`src/bitmap_page_frame_allocator_top_defines.svh`:
```
// assertion macros for the bitmap page frame allocator
// used by bitmap_page_frame_allocator_top; expects clk_i and rst_ni in scope
`ifndef BITMAP_PAGE_FRAME_ALLOCATOR_TOP_DEFINES_SVH
`define BITMAP_PAGE_FRAME_ALLOCATOR_TOP_DEFINES_SVH

// same-cycle implication
`define BPFA_ASSERT_IMP(label, ante, cons, msg) \
  label: assert property (@(posedge clk_i) disable iff (!rst_ni) (ante) |-> (cons)) \
    else $error(msg);

// next-cycle implication
`define BPFA_ASSERT_NXT(label, ante, cons, msg) \
  label: assert property (@(posedge clk_i) disable iff (!rst_ni) (ante) |=> (cons)) \
    else $error(msg);

`endif

```
`src/bpfa_pkg.sv`:
```
// shared types and constants for the bitmap page frame allocator
// no dependencies
package bpfa_pkg;

  localparam int PAGE_COUNT_DEF = 1024;
  localparam int PAGE_SHIFT_DEF = 12;

  localparam int WORD_BITS    = 32;
  localparam int WORD_IDX_W   = 5;
  localparam int ADDR_W       = 32;
  localparam int PAGE_INDEX_W = 10;
  localparam int RES_FIRST_W  = 10;
  localparam int RES_COUNT_W  = 11;
  localparam int REQ_W        = 2;
  localparam int CFG_INDEX_W  = 2;
  localparam int CFG_DATA_W   = 32;
  localparam int CMP_W        = 17;

  typedef enum logic [REQ_W-1:0] {
    REQ_ALLOC = 2'd0,
    REQ_FREE  = 2'd1,
    REQ_INIT  = 2'd2
  } req_type_e;

  typedef enum logic [CFG_INDEX_W-1:0] {
    REG_MEMORY_BASE = 2'd0,
    REG_RES_FIRST   = 2'd1,
    REG_RES_COUNT   = 2'd2
  } cfg_reg_e;

  typedef enum logic [3:0] {
    ST_IDLE  = 4'b0001,
    ST_CLEAR = 4'b0010,
    ST_ALLOC = 4'b0100,
    ST_FREE  = 4'b1000
  } state_e;

  typedef struct packed {
    logic rd_en;
    logic wr_en;
  } ram_ctl_t;

endpackage

```
`src/bpfa_bitmap_ram.sv`:
```
// used-bit store, one word of page bits per entry, registered read
// depends on bpfa_pkg
module bpfa_bitmap_ram #(
  parameter int NUM_WORDS = bpfa_pkg::PAGE_COUNT_DEF / bpfa_pkg::WORD_BITS,
  parameter int WORD_AW   = 5
) (
  input  logic                           clk_i,
  input  bpfa_pkg::ram_ctl_t             ctl_i,
  input  logic [WORD_AW-1:0]             addr_i,
  input  logic [bpfa_pkg::WORD_BITS-1:0] wdata_i,
  output logic [bpfa_pkg::WORD_BITS-1:0] rdata_o
);

  logic [bpfa_pkg::WORD_BITS-1:0] mem_q [NUM_WORDS];
  logic [bpfa_pkg::WORD_BITS-1:0] rdata_q;

  always_ff @(posedge clk_i) begin
    if (ctl_i.wr_en) begin
      mem_q[addr_i] <= wdata_i;
    end
    if (ctl_i.rd_en) begin
      rdata_q <= mem_q[addr_i];
    end
  end

  assign rdata_o = rdata_q;

endmodule

```
`src/bpfa_find_free.sv`:
```
// lowest clear bit of one bitmap word
// depends on bpfa_pkg
module bpfa_find_free (
  input  logic [bpfa_pkg::WORD_BITS-1:0]  word_i,
  output logic                            found_o,
  output logic [bpfa_pkg::WORD_IDX_W-1:0] bit_o
);

  always_comb begin
    bit_o = '0;
    for (int j = bpfa_pkg::WORD_BITS - 1; j >= 0; j--) begin
      if (!word_i[j]) begin
        bit_o = bpfa_pkg::WORD_IDX_W'(j);
      end
    end
  end

  assign found_o = ~&word_i;

endmodule

```
`src/bitmap_page_frame_allocator_top.sv`:
```
// bitmap page frame allocator, first fit, top level
// depends on bpfa_pkg, bpfa_bitmap_ram, bpfa_find_free and the defines header
//
// requests: start with req_type_i and page_index_i, taken when start is high
//   and busy is low. 0 allocates the lowest free page, 1 frees page_index_i,
//   2 re-initialises the map and marks the configured reserved run as used.
// results: one per request, shown for one cycle with done_o high; there is
//   no back-pressure, the receiver must take it in that cycle.
// config: cfg_valid_i / cfg_ready_o beats with cfg_index_i and cfg_data_i;
//   ready is always high. write only while busy is low and no result pending.
// operation (W = words of 32 pages, 32 by default):
//   free: reads the page's word, then writes it back with the bit cleared
//   allocate: reads words upward from a low-water word pointer until one holds a clear bit and sets it,
//     or fails at the last word; the pointer keeps the search short after the first fill
//   init: one word written per cycle over all W words through the single ram port
//   unknown request or out of range free: result in the next cycle
// reset: the map is swept to all free, one word per cycle over all W words, with
//   busy high; configuration beats are still taken during the sweep.
module bitmap_page_frame_allocator_top #(
  parameter int PAGE_COUNT = bpfa_pkg::PAGE_COUNT_DEF,
  parameter int PAGE_SHIFT = bpfa_pkg::PAGE_SHIFT_DEF
) (
  input  logic                              clk_i,
  input  logic                              rst_ni,
  input  logic                              start,
  output logic                              busy,
  input  logic [bpfa_pkg::REQ_W-1:0]        req_type_i,
  input  logic [bpfa_pkg::PAGE_INDEX_W-1:0] page_index_i,
  output logic                              done_o,
  output logic                              success_o,
  output logic [bpfa_pkg::ADDR_W-1:0]       page_address_o,
  input  logic                              cfg_valid_i,
  output logic                              cfg_ready_o,
  input  logic [bpfa_pkg::CFG_INDEX_W-1:0]  cfg_index_i,
  input  logic [bpfa_pkg::CFG_DATA_W-1:0]   cfg_data_i
);

  `include "bitmap_page_frame_allocator_top_defines.svh"

  localparam int NUM_WORDS = (PAGE_COUNT + bpfa_pkg::WORD_BITS - 1) / bpfa_pkg::WORD_BITS;
  localparam int WORD_AW   = (NUM_WORDS > 1) ? $clog2(NUM_WORDS) : 1;
  localparam int PG_W      = WORD_AW + bpfa_pkg::WORD_IDX_W;
  localparam logic [WORD_AW-1:0] LAST_WORD = WORD_AW'(NUM_WORDS - 1);
  localparam logic [bpfa_pkg::CMP_W-1:0] PAGE_LIMIT = bpfa_pkg::CMP_W'(PAGE_COUNT);

  bpfa_pkg::state_e state_q, state_d;
  logic [WORD_AW-1:0] word_q, word_d;
  logic [WORD_AW-1:0] hint_q, hint_d;
  logic [bpfa_pkg::WORD_IDX_W-1:0] bit_q, bit_d;
  logic sweep_init_q, sweep_init_d;
  logic done_q, done_d;
  logic success_q, success_d;
  logic [bpfa_pkg::ADDR_W-1:0] page_address_q, page_address_d;
  logic [bpfa_pkg::ADDR_W-1:0] base_q;
  logic [bpfa_pkg::RES_FIRST_W-1:0] res_first_q;
  logic [bpfa_pkg::RES_COUNT_W-1:0] res_count_q;

  bpfa_pkg::ram_ctl_t ram_ctl;
  logic [WORD_AW-1:0] ram_addr;
  logic [bpfa_pkg::WORD_BITS-1:0] ram_wdata;
  logic [bpfa_pkg::WORD_BITS-1:0] ram_rdata;
  logic [bpfa_pkg::WORD_BITS-1:0] clear_word;
  logic [bpfa_pkg::CMP_W-1:0] res_lo;
  logic [bpfa_pkg::CMP_W-1:0] res_hi;
  logic [bpfa_pkg::CMP_W-1:0] free_page;
  logic [WORD_AW-1:0] free_word;
  logic [WORD_AW-1:0] word_next;
  logic free_in_range;
  logic found;
  logic [bpfa_pkg::WORD_IDX_W-1:0] found_bit;
  logic [PG_W-1:0] alloc_page;

  bpfa_bitmap_ram #(
    .NUM_WORDS (NUM_WORDS),
    .WORD_AW   (WORD_AW)
  ) u_ram (
    .clk_i   (clk_i),
    .ctl_i   (ram_ctl),
    .addr_i  (ram_addr),
    .wdata_i (ram_wdata),
    .rdata_o (ram_rdata)
  );

  bpfa_find_free u_find (
    .word_i  (ram_rdata),
    .found_o (found),
    .bit_o   (found_bit)
  );

  // reserved run and padding past the last page, one word at a time
  assign res_lo = bpfa_pkg::CMP_W'(res_first_q);
  assign res_hi = bpfa_pkg::CMP_W'(res_first_q) + bpfa_pkg::CMP_W'(res_count_q);

  always_comb begin
    logic [bpfa_pkg::CMP_W-1:0] p;
    for (int j = 0; j < bpfa_pkg::WORD_BITS; j++) begin
      p = bpfa_pkg::CMP_W'({word_q, bpfa_pkg::WORD_IDX_W'(j)});
      clear_word[j] = (p >= PAGE_LIMIT) || (sweep_init_q && (p >= res_lo) && (p < res_hi));
    end
  end

  assign free_page     = bpfa_pkg::CMP_W'(page_index_i);
  assign free_in_range = free_page < PAGE_LIMIT;
  assign free_word     = WORD_AW'(page_index_i[bpfa_pkg::PAGE_INDEX_W-1:bpfa_pkg::WORD_IDX_W]);
  assign word_next     = WORD_AW'(word_q + 1'b1);
  assign alloc_page    = {word_q, found_bit};

  always_comb begin
    state_d        = state_q;
    word_d         = word_q;
    hint_d         = hint_q;
    bit_d          = bit_q;
    sweep_init_d   = sweep_init_q;
    done_d         = 1'b0;
    success_d      = success_q;
    page_address_d = page_address_q;
    ram_ctl        = '0;
    ram_addr       = word_q;
    ram_wdata      = clear_word;
    unique case (state_q)
      bpfa_pkg::ST_IDLE: begin
        if (start) begin
          case (req_type_i)
            bpfa_pkg::REQ_ALLOC: begin
              ram_ctl.rd_en = 1'b1;
              ram_addr      = hint_q;
              word_d        = hint_q;
              state_d       = bpfa_pkg::ST_ALLOC;
            end
            bpfa_pkg::REQ_FREE: begin
              if (free_in_range) begin
                ram_ctl.rd_en = 1'b1;
                ram_addr      = free_word;
                word_d        = free_word;
                bit_d         = page_index_i[bpfa_pkg::WORD_IDX_W-1:0];
                state_d       = bpfa_pkg::ST_FREE;
              end else begin
                done_d         = 1'b1;
                success_d      = 1'b0;
                page_address_d = '0;
              end
            end
            bpfa_pkg::REQ_INIT: begin
              word_d       = '0;
              sweep_init_d = 1'b1;
              state_d      = bpfa_pkg::ST_CLEAR;
            end
            default: begin
              done_d         = 1'b1;
              success_d      = 1'b0;
              page_address_d = '0;
            end
          endcase
        end
      end
      bpfa_pkg::ST_CLEAR: begin
        ram_ctl.wr_en = 1'b1;
        if (word_q == LAST_WORD) begin
          state_d = bpfa_pkg::ST_IDLE;
          hint_d  = '0;
          if (sweep_init_q) begin
            done_d         = 1'b1;
            success_d      = 1'b1;
            page_address_d = '0;
          end
        end else begin
          word_d = word_next;
        end
      end
      bpfa_pkg::ST_ALLOC: begin
        if (found) begin
          ram_ctl.wr_en  = 1'b1;
          ram_wdata      = ram_rdata | (bpfa_pkg::WORD_BITS'(1) << found_bit);
          done_d         = 1'b1;
          success_d      = 1'b1;
          page_address_d = base_q + (bpfa_pkg::ADDR_W'(alloc_page) << PAGE_SHIFT);
          state_d        = bpfa_pkg::ST_IDLE;
        end else if (word_q == LAST_WORD) begin
          done_d         = 1'b1;
          success_d      = 1'b0;
          page_address_d = '0;
          state_d        = bpfa_pkg::ST_IDLE;
        end else begin
          // every word up to here is full
          ram_ctl.rd_en = 1'b1;
          ram_addr      = word_next;
          word_d        = word_next;
          hint_d        = word_next;
        end
      end
      bpfa_pkg::ST_FREE: begin
        ram_ctl.wr_en  = 1'b1;
        ram_wdata      = ram_rdata & ~(bpfa_pkg::WORD_BITS'(1) << bit_q);
        done_d         = 1'b1;
        success_d      = 1'b1;
        page_address_d = '0;
        if (word_q < hint_q) begin
          hint_d = word_q;
        end
        state_d = bpfa_pkg::ST_IDLE;
      end
      default: begin
        state_d = bpfa_pkg::ST_IDLE;
      end
    endcase
  end

  always_ff @(posedge clk_i or negedge rst_ni) begin
    if (!rst_ni) begin
      state_q      <= bpfa_pkg::ST_CLEAR;
      word_q       <= '0;
      hint_q       <= '0;
      sweep_init_q <= 1'b0;
      done_q       <= 1'b0;
    end else begin
      state_q      <= state_d;
      word_q       <= word_d;
      hint_q       <= hint_d;
      sweep_init_q <= sweep_init_d;
      done_q       <= done_d;
    end
  end

  always_ff @(posedge clk_i) begin
    bit_q          <= bit_d;
    success_q      <= success_d;
    page_address_q <= page_address_d;
  end

  // configuration registers
  always_ff @(posedge clk_i or negedge rst_ni) begin
    if (!rst_ni) begin
      base_q      <= '0;
      res_first_q <= '0;
      res_count_q <= '0;
    end else if (cfg_valid_i && cfg_ready_o) begin
      unique case (cfg_index_i)
        bpfa_pkg::REG_MEMORY_BASE: base_q      <= cfg_data_i;
        bpfa_pkg::REG_RES_FIRST:   res_first_q <= cfg_data_i[bpfa_pkg::RES_FIRST_W-1:0];
        bpfa_pkg::REG_RES_COUNT:   res_count_q <= cfg_data_i[bpfa_pkg::RES_COUNT_W-1:0];
        default: ;
      endcase
    end
  end

  assign cfg_ready_o    = 1'b1;
  assign busy           = (state_q != bpfa_pkg::ST_IDLE);
  assign done_o         = done_q;
  assign success_o      = success_q;
  assign page_address_o = page_address_q;

  `BPFA_ASSERT_NXT(a_accept_progress, start && !busy, busy || done_o, "accepted beat made no progress")
  `BPFA_ASSERT_IMP(a_done_after_work, done_o, $past(busy || start), "result without a request")
  `BPFA_ASSERT_IMP(a_ram_one_access, ram_ctl.rd_en, !ram_ctl.wr_en, "ram read and write together")
  `BPFA_ASSERT_IMP(a_fail_zero_addr, done_o && !success_o, page_address_o == '0, "failed request with address")

endmodule

```
`config.mk`:
```
export PLATFORM = sky130hd
export DESIGN_NAME = bitmap_page_frame_allocator_top
export DESIGN_NICKNAME = d
export VERILOG_FILES = /design/src/bpfa_pkg.sv /design/src/bpfa_bitmap_ram.sv /design/src/bpfa_find_free.sv /design/src/bitmap_page_frame_allocator_top.sv
export VERILOG_INCLUDE_DIRS = /design/src /design/src/src
export SDC_FILE = /design/constraint.sdc
export NUM_CORES = 1
export LEC_CHECK = 0
export ABC_CLOCK_PERIOD_IN_PS = 10800
export BUFFER_PORTS_ARGS = -buffer_cell sky130_fd_sc_hd__buf_2
export CAP_MARGIN = 20
export CORE_MARGIN = 5
export CORE_UTILIZATION = 30
export DETAILED_ROUTE_END_ITERATION = 7
export GPL_ROUTABILITY_DRIVEN = 0
export PLACE_DENSITY_LB_ADDON = 0.08
export SLEW_MARGIN = 15
export SYNTH_ARGS = -nofsm -noshare
export SYNTH_HDL_FRONTEND = slang
export SYNTH_SLANG_ARGS = --single-unit
```
`constraint.sdc`:
```
create_clock -name clk_i -period 10.8 [get_ports clk_i]
set_input_delay 0.54 -clock clk_i [delete_from_list [all_inputs] [get_ports clk_i]]
set_output_delay 0.54 -clock clk_i [all_outputs]
set_load 0.1 [all_outputs]
```
==> flow_metrics.env, run 1 <==
export IMPL_status="completed"
export IMPL_syn_nets=3094
export IMPL_period_share_pct=57.0
export IMPL_min_period_ps=6160
export IMPL_power_w=0.0140
export IMPL_syn_to_final_growth_pct=16.8
export IMPL_end_kind="flop"
export IMPL_startpoint_type="flop"
export IMPL_cts_setup_buffers=0
export IMPL_grt_max_degree=100
export IMPL_fmax_mhz=162
export IMPL_first_pass_iters=6
export IMPL_ys_seq_area_share_pct=72.1
export IMPL_setup_viol_count_final=0
export IMPL_maxCapViolations=0
export IMPL_synth_seq_cells=1163
export IMPL_min_path_type="in2reg"
export IMPL_vias=28900
export IMPL_fin_setup_tns_ps=0
export IMPL_ys_dominant_reg_cell="edfxtp_1"
export IMPL_cts_clk_slew_worst_paths_ps=60
export IMPL_die_w_um=410
export IMPL_synth_area_um2=47900
export IMPL_layout_common_cells="edfxtp_1, mux2i_1, o22ai_1, clkbuf_16, buf_4"
export IMPL_yosysWarnings=0
export IMPL_grt_pass1_vias=28700
export IMPL_hpwl_um=94900
export IMPL_gr_total_overflow=0
export IMPL_synth_cells=2998
export IMPL_cp_max_fo=99
export IMPL_arrival_ps=6620
export IMPL_remaining_drc_errors=0
export IMPL_drv_slew=0
export IMPL_ant_nets=0
export IMPL_synthArstFlopShare_pct=5.93
export IMPL_cts_htree_levels=4
export IMPL_portBuffers=84
export IMPL_routed_via_density=5.36
export IMPL_required_ps=11260
export IMPL_rsz0062_at_grt="no"
export IMPL_final_layout_size_suffix_gt1_share_pct=15.2
export IMPL_p_leak_nw=21.2
export IMPL_worst_slew_pin_slew_ps=1140
export IMPL_grt_usage_pct=20.2
export IMPL_final_common_cell="edfxtp_1"
export IMPL_synth_edf_count=1094
export IMPL_dieHeight_um=410
export IMPL_grt_pass1_wl_um=237000
export IMPL_p_per_area_nw_per_um2=251
export IMPL_fp_row_count=146
export IMPL_clock_sinks=1163
export IMPL_io_pins=86
export IMPL_die_area_um2=168000
export IMPL_fillCellCount=15000
export IMPL_cts_root_buffer_cell="clkbuf_16"
export IMPL_finalNetCount=3307
export IMPL_routed_wl_um=173000
export IMPL_slew_headroom_pct=21.8
export IMPL_clockBufferDepth=3
export IMPL_avgRoutedWirePerCell_um=32.1
export IMPL_cts_tree="yes"
export IMPL_drtIter0Drc=2835
export IMPL_clock_skew_ps=20.9
export IMPL_start_util_pct=30.2
export IMPL_syn_avg_cell_area_um2=16.0
export IMPL_clk_latency_ps=770
export IMPL_core_area_um2=159000
export IMPL_ys_types=79
export IMPL_antenna_found_initial=5
export IMPL_worstSetupPathType="reg2reg"
export IMPL_cts_buffers=133
export IMPL_peakVddDrop_uv=140
export IMPL_hold_viol_final=0
[metrics by stage]
stage               util (%)  instance area, um^2  hold WS (ps)  instances  setup WS [ps]
floorplan                  -                47900           244       2998           4920
detailed placement      32.4                51400           425       5114           4590
global route            35.3                56000          24.6       5384           4260
global placement        32.4                51400           425       5112           4590
CTS                     35.3                55900          4.63       5382           4560
finish                  35.3                56000          74.0       5385           4640
[area by class of cell]
cell class | count | area (um^2) | share of cell area (%)
Clock buffer | 173 | 3650 | 6.51
Tap cell | 2072 | 2590 | 4.63
Timing Repair Buffer | 231 | 1650 | 2.95
Sequential cell | 1163 | 34600 | 61.8
Clock inverter | 63 | 539 | 0.963
Antenna cell | 1 | 2.50 | 0.00447
Inverter | 41 | 154 | 0.275
Multi-Input combinational cell | 1641 | 12800 | 22.9
[logic make-up after synthesis]
| logic type | synth area share, % |
|---|---|
| other cells | 0.00782 |
| flops | 72.1 |
| fa+ha+maj | 1.23 |
| simple gates | 4.84 |
| mux | 12.0 |
| xor+xnor | 0.384 |
| compound gates | 7.50 |
| buf+inv | 1.91 |
[what timing repair did]
action | CTS | global route
hold buffers | 32 | 0
gates resized for setup | 0 | 0
endpoints found under the setup margin | 0 | 0
hold endpoints to repair | 53 | 0
[registers in the layout, indices dropped and copies added (netlist names)]
signal / count
u_ram.rdata_o: 32
sweep_init_q: 1
success_o: 1
res_count_q: 11
done_o: 1
hint_q: 5
u_ram.mem_q: 1024
state_q: 4
bit_q: 5
res_first_q: 10
word_q: 5
base_q: 32
page_address_o: 32
[power by group]
group / total [W] / internal, W / switching, W
sequential: 0.00602 / 0.00587 / 0.000149
clock: 0.00436 / 0.00255 / 0.00181
combinational: 0.00365 / 0.00107 / 0.00258
total: 0.0140 / 0.00949 / 0.00454
[cells in the mapped netlist, types with 5 or more instances]
master     count  area share, %
buf_4         24           0.38
o2111ai_1      5          0.091
nor4_1        68           0.89
xnor2_1        7           0.13
nand3_1       35           0.37
nand2_1      103           0.81
mux2i_1      513             11
edfxtp_1    1094             69
dfrtp_1       68            3.5
nor3b_1        5          0.078
o221ai_1      16           0.29
a211oi_1      11           0.17
mux2_2        55            1.3
o21ai_0       88           0.92
inv_1         39           0.31
a21oi_1       72           0.75
nand4_1       26           0.34
or3_1          7          0.091
and4_1         5          0.091
nand2b_1       8           0.10
nor2_1        98           0.77
xor2_1        14           0.26
nand3b_1       5          0.078
nor3_1        14           0.15
o21a_1        11           0.17
a31oi_1        9           0.12
and2_1        26           0.34
a21o_1        14           0.22
buf_2         67           0.70
nor2b_1        7          0.091
o22ai_1      259            3.4
a22o_1         7           0.13
clkbuf_1      58           0.45
ha_1          44            1.1
and3_1         9           0.12
o211ai_1      31           0.49
[metal layers]
metal	up-vias	share of wire [%]	wire length (um)	GRT usage (%)
li1	12500	-	-	-
met4	4	3.0	5160	6.05
met1	15100	45	77700	28.0
met2	988	47	81300	32.9
met3	267	5.2	8940	3.11
met5	-	0.014	24	0
[critical path: stages (launching register included)]
cell and delay (ps):
dfrtp_1 690, ha_1 320, nand3_1 130, inv_1 100, ha_1 430, mux2_2 430
a221oi_4 290, buf_12 530, buf_4 810, buf_4 910, mux2i_1 290, o22ai_1 120
nor4_1 370, nand2_1 230
[worst paths after layout]
path / startpoint / end / slack [ps] / cells after the start
max reg2reg: word_q[1]$_DFFE_PN0P_ / u_ram.rdata_o[19]$_DFFE_PP_ / 4640 / 13
min: cfg_data_i[8] / res_first_q[8]$_DFFE_PN0P_ / 70 / 2
min reg2reg: base_q[7]$_DFFE_PN0P_ / base_q[7]$_DFFE_PN0P_ / 500 / 1
max in group asynchronous: rst_ni / base_q[6]$_DFFE_PN0P_ / 9550 / 3
max: word_q[1]$_DFFE_PN0P_ / u_ram.rdata_o[19]$_DFFE_PP_ / 4640 / 13
min in group asynchronous: rst_ni / base_q[28]$_DFFE_PN0P_ / 200 / 2
Note: power is estimated with default switching activity, not from simulation.
==> inputs of run 2 (changes only) <==
--- a/config.mk
+++ b/config.mk
@@ -6,7 +6,7 @@
 export SDC_FILE = /design/constraint.sdc
 export NUM_CORES = 1
 export LEC_CHECK = 0
-export ABC_CLOCK_PERIOD_IN_PS = 10800
+export ABC_CLOCK_PERIOD_IN_PS = 5500
 export BUFFER_PORTS_ARGS = -buffer_cell sky130_fd_sc_hd__buf_2
 export CAP_MARGIN = 20
 export CORE_MARGIN = 5
==> constraint.sdc (replaced) <==
create_clock -name clk_i -period 5.5 [get_ports clk_i]
set_input_delay 0.275 -clock clk_i [delete_from_list [all_inputs] [get_ports clk_i]]
set_output_delay 0.275 -clock clk_i [all_outputs]
set_load 0.1 [all_outputs]
==> flow_metrics.env, run 2 (synthesis results as in run 1) <==
export IMPL_fmax_mhz=189
export IMPL_r2r_end="page_address_o[30]$_SDFFCE_PP0P_"
export IMPL_clock_skew_ps=38.8
export IMPL_drtIter0Drc=2601
export IMPL_hold_end="word_q[1]$_DFFE_PN0P_"
export IMPL_end_kind="flop"
export IMPL_worstPathCellList="inv_1 > o21ai_0 > a2111oi_0 > buf_4 > a2111oi_0 > o21a_1 > ha_1 > fa_1 > a21o_1 > a21oi_1 > o21bai_1 > a2111oi_0 > o31ai_1 > nand4_1 > xor2_1 > nor2_1"
export IMPL_largest_register_ffs=1024
export IMPL_first_pass_iters=8
export IMPL_syn_to_final_growth_pct=19.5
export IMPL_rr_worst_depth=16
export IMPL_clk_latency_ps=770
export IMPL_setup_viol_count_final=0
export IMPL_avgRoutedWirePerCell_um=31.7
export IMPL_regMostFlops="u_ram.mem_q"
export IMPL_io_pins=86
export IMPL_cts_buffers=135
export IMPL_grt_pass1_wl_um=239000
export IMPL_crit_slowest_cell="a2111oi_0"
export IMPL_core_area_um2=159000
export IMPL_fp_row_count=146
export IMPL_routed_via_density=5.34
export IMPL_crit_buf_inv=2
export IMPL_cp_max_fo=6
export IMPL_die_w_um=410
export IMPL_drv_slew=0
export IMPL_cpPeakStageDelay_ps=990
export IMPL_period_share_pct=96.3
export IMPL_final_common_cell="edfxtp_1"
export IMPL_arrival_ps=5780
export IMPL_cts_root_buffer_cell="clkbuf_16"
export IMPL_p_per_area_nw_per_um2=492
export IMPL_die_area_um2=168000
export IMPL_finalNetCount=3396
export IMPL_vias=29200
export IMPL_peakVddDrop_uv=306
export IMPL_grt_usage_pct=20.3
export IMPL_p_leak_nw=21.8
export IMPL_clockBufferDepth=3
export IMPL_rsz0062_at_grt="no"
export IMPL_reg2reg_from="u_ram.rdata_o[18]$_DFFE_PP_"
export IMPL_worst_slew_pin_slew_ps=1160
export IMPL_min_path_type="in2reg"
export IMPL_holdWs_ps=93.1
export IMPL_ant_nets=0
export IMPL_portBuffers=84
export IMPL_start_util_pct=30.2
export IMPL_routed_wl_um=174000
export IMPL_remaining_drc_errors=0
export IMPL_r2r_slack_ps=210
export IMPL_status="completed"
export IMPL_slew_headroom_pct=21.0
export IMPL_cts_clk_slew_worst_paths_ps=60
export IMPL_clock_sinks=1163
export IMPL_cts_resized=0
export IMPL_cts_tree="yes"
export IMPL_maxCapViolations=0
export IMPL_grt_pass1_vias=29300
export IMPL_final_layout_size_suffix_gt1_share_pct=17.1
export IMPL_min_from="page_index_i[6]"
export IMPL_critPathMostFrequentCell="a2111oi_0"
export IMPL_grt_max_degree=59
export IMPL_cts_htree_levels=4
export IMPL_required_ps=5990
export IMPL_dieHeight_um=410
export IMPL_min_period_ps=5290
export IMPL_hold_viol_final=0
export IMPL_layout_common_cells="edfxtp_1, mux2i_1, o22ai_1, buf_4, clkbuf_16"
export IMPL_antenna_found_initial=2
export IMPL_power_w=0.0282
export IMPL_worstSetupPathType="reg2reg"
export IMPL_diodes=0
export IMPL_hpwl_um=101000
export IMPL_min_delay_path_depth=6
export IMPL_crit_family="compound AO/OA/AOI/OAI gates"
export IMPL_fin_setup_tns_ps=0
export IMPL_startpoint_type="flop"
export IMPL_gr_total_overflow=0
## run 2: layout make-up
class,count,area (um^2)
Multi-Input combinational cell,1641,12800
Fill cell,14900,101000
Timing Repair Buffer,318,2850
Tap cell,2072,2590
Inverter,41,154
Sequential cell,1163,34600
Clock buffer,173,3670
Clock inverter,64,616
## run 2: power by group
part / internal [W] / switching [W]
Clock: 0.00514 / 0.00360
Combinational: 0.00235 / 0.00536
Sequential: 0.0115 / 0.000205
## run 2: timing repair
item,in CTS,in global routing
setup buffers,0,0
hold buffers,43,0
endpoints found under the hold margin,130,0
## run 2: tightest hold or removal path: cells and delay by family
kind	cells	cell delay, ps
AND/OR/NAND/NOR	3	220
AO/OA/AOI/OAI	2	230
buffers and inverters	1	100
## run 2: how the worst max path moves through the flow
stage,from,endpoint,cells after the start
2_1_floorplan,res_first_q[0]$_DFFE_PN0P_,u_ram.mem_q[0][2]$_DFFE_PP_,16
3_3_place_gp,u_ram.rdata_o[18]$_DFFE_PP_,page_address_o[28]$_SDFFCE_PP0P_,16
3_5_place_dp,res_first_q[0]$_DFFE_PN0P_,u_ram.mem_q[25][3]$_DFFE_PP_,17
4_1_cts,res_first_q[0]$_DFFE_PN0P_,u_ram.mem_q[12][3]$_DFFE_PP_,17
5_1_grt,res_first_q[0]$_DFFE_PN0P_,u_ram.mem_q[25][3]$_DFFE_PP_,17
6_report,u_ram.rdata_o[18]$_DFFE_PP_,page_address_o[30]$_SDFFCE_PP0P_,16
## run 2: per-stage QoR
step,utilization (%),cells,area [um^2],setup WS [ps]
CTS,36.1,5472,57300,420
floorplan,-,2998,47900,425
global placement,33.2,5192,52600,438
detailed placement,33.2,5192,52600,432
global route,36.1,5472,57300,65.0
finish,36.1,5472,57300,205
## run 2: routing by layer
metal | up-vias | global-route usage (%) | part of all wire [%]
li1 | 12600 | - | -
met1 | 15400 | 27.2 | 44
met2 | 915 | 33.6 | 48
met3 | 272 | 3.31 | 4.9
met4 | 0 | 6.97 | 3.4
met5 | - | 0 | 0
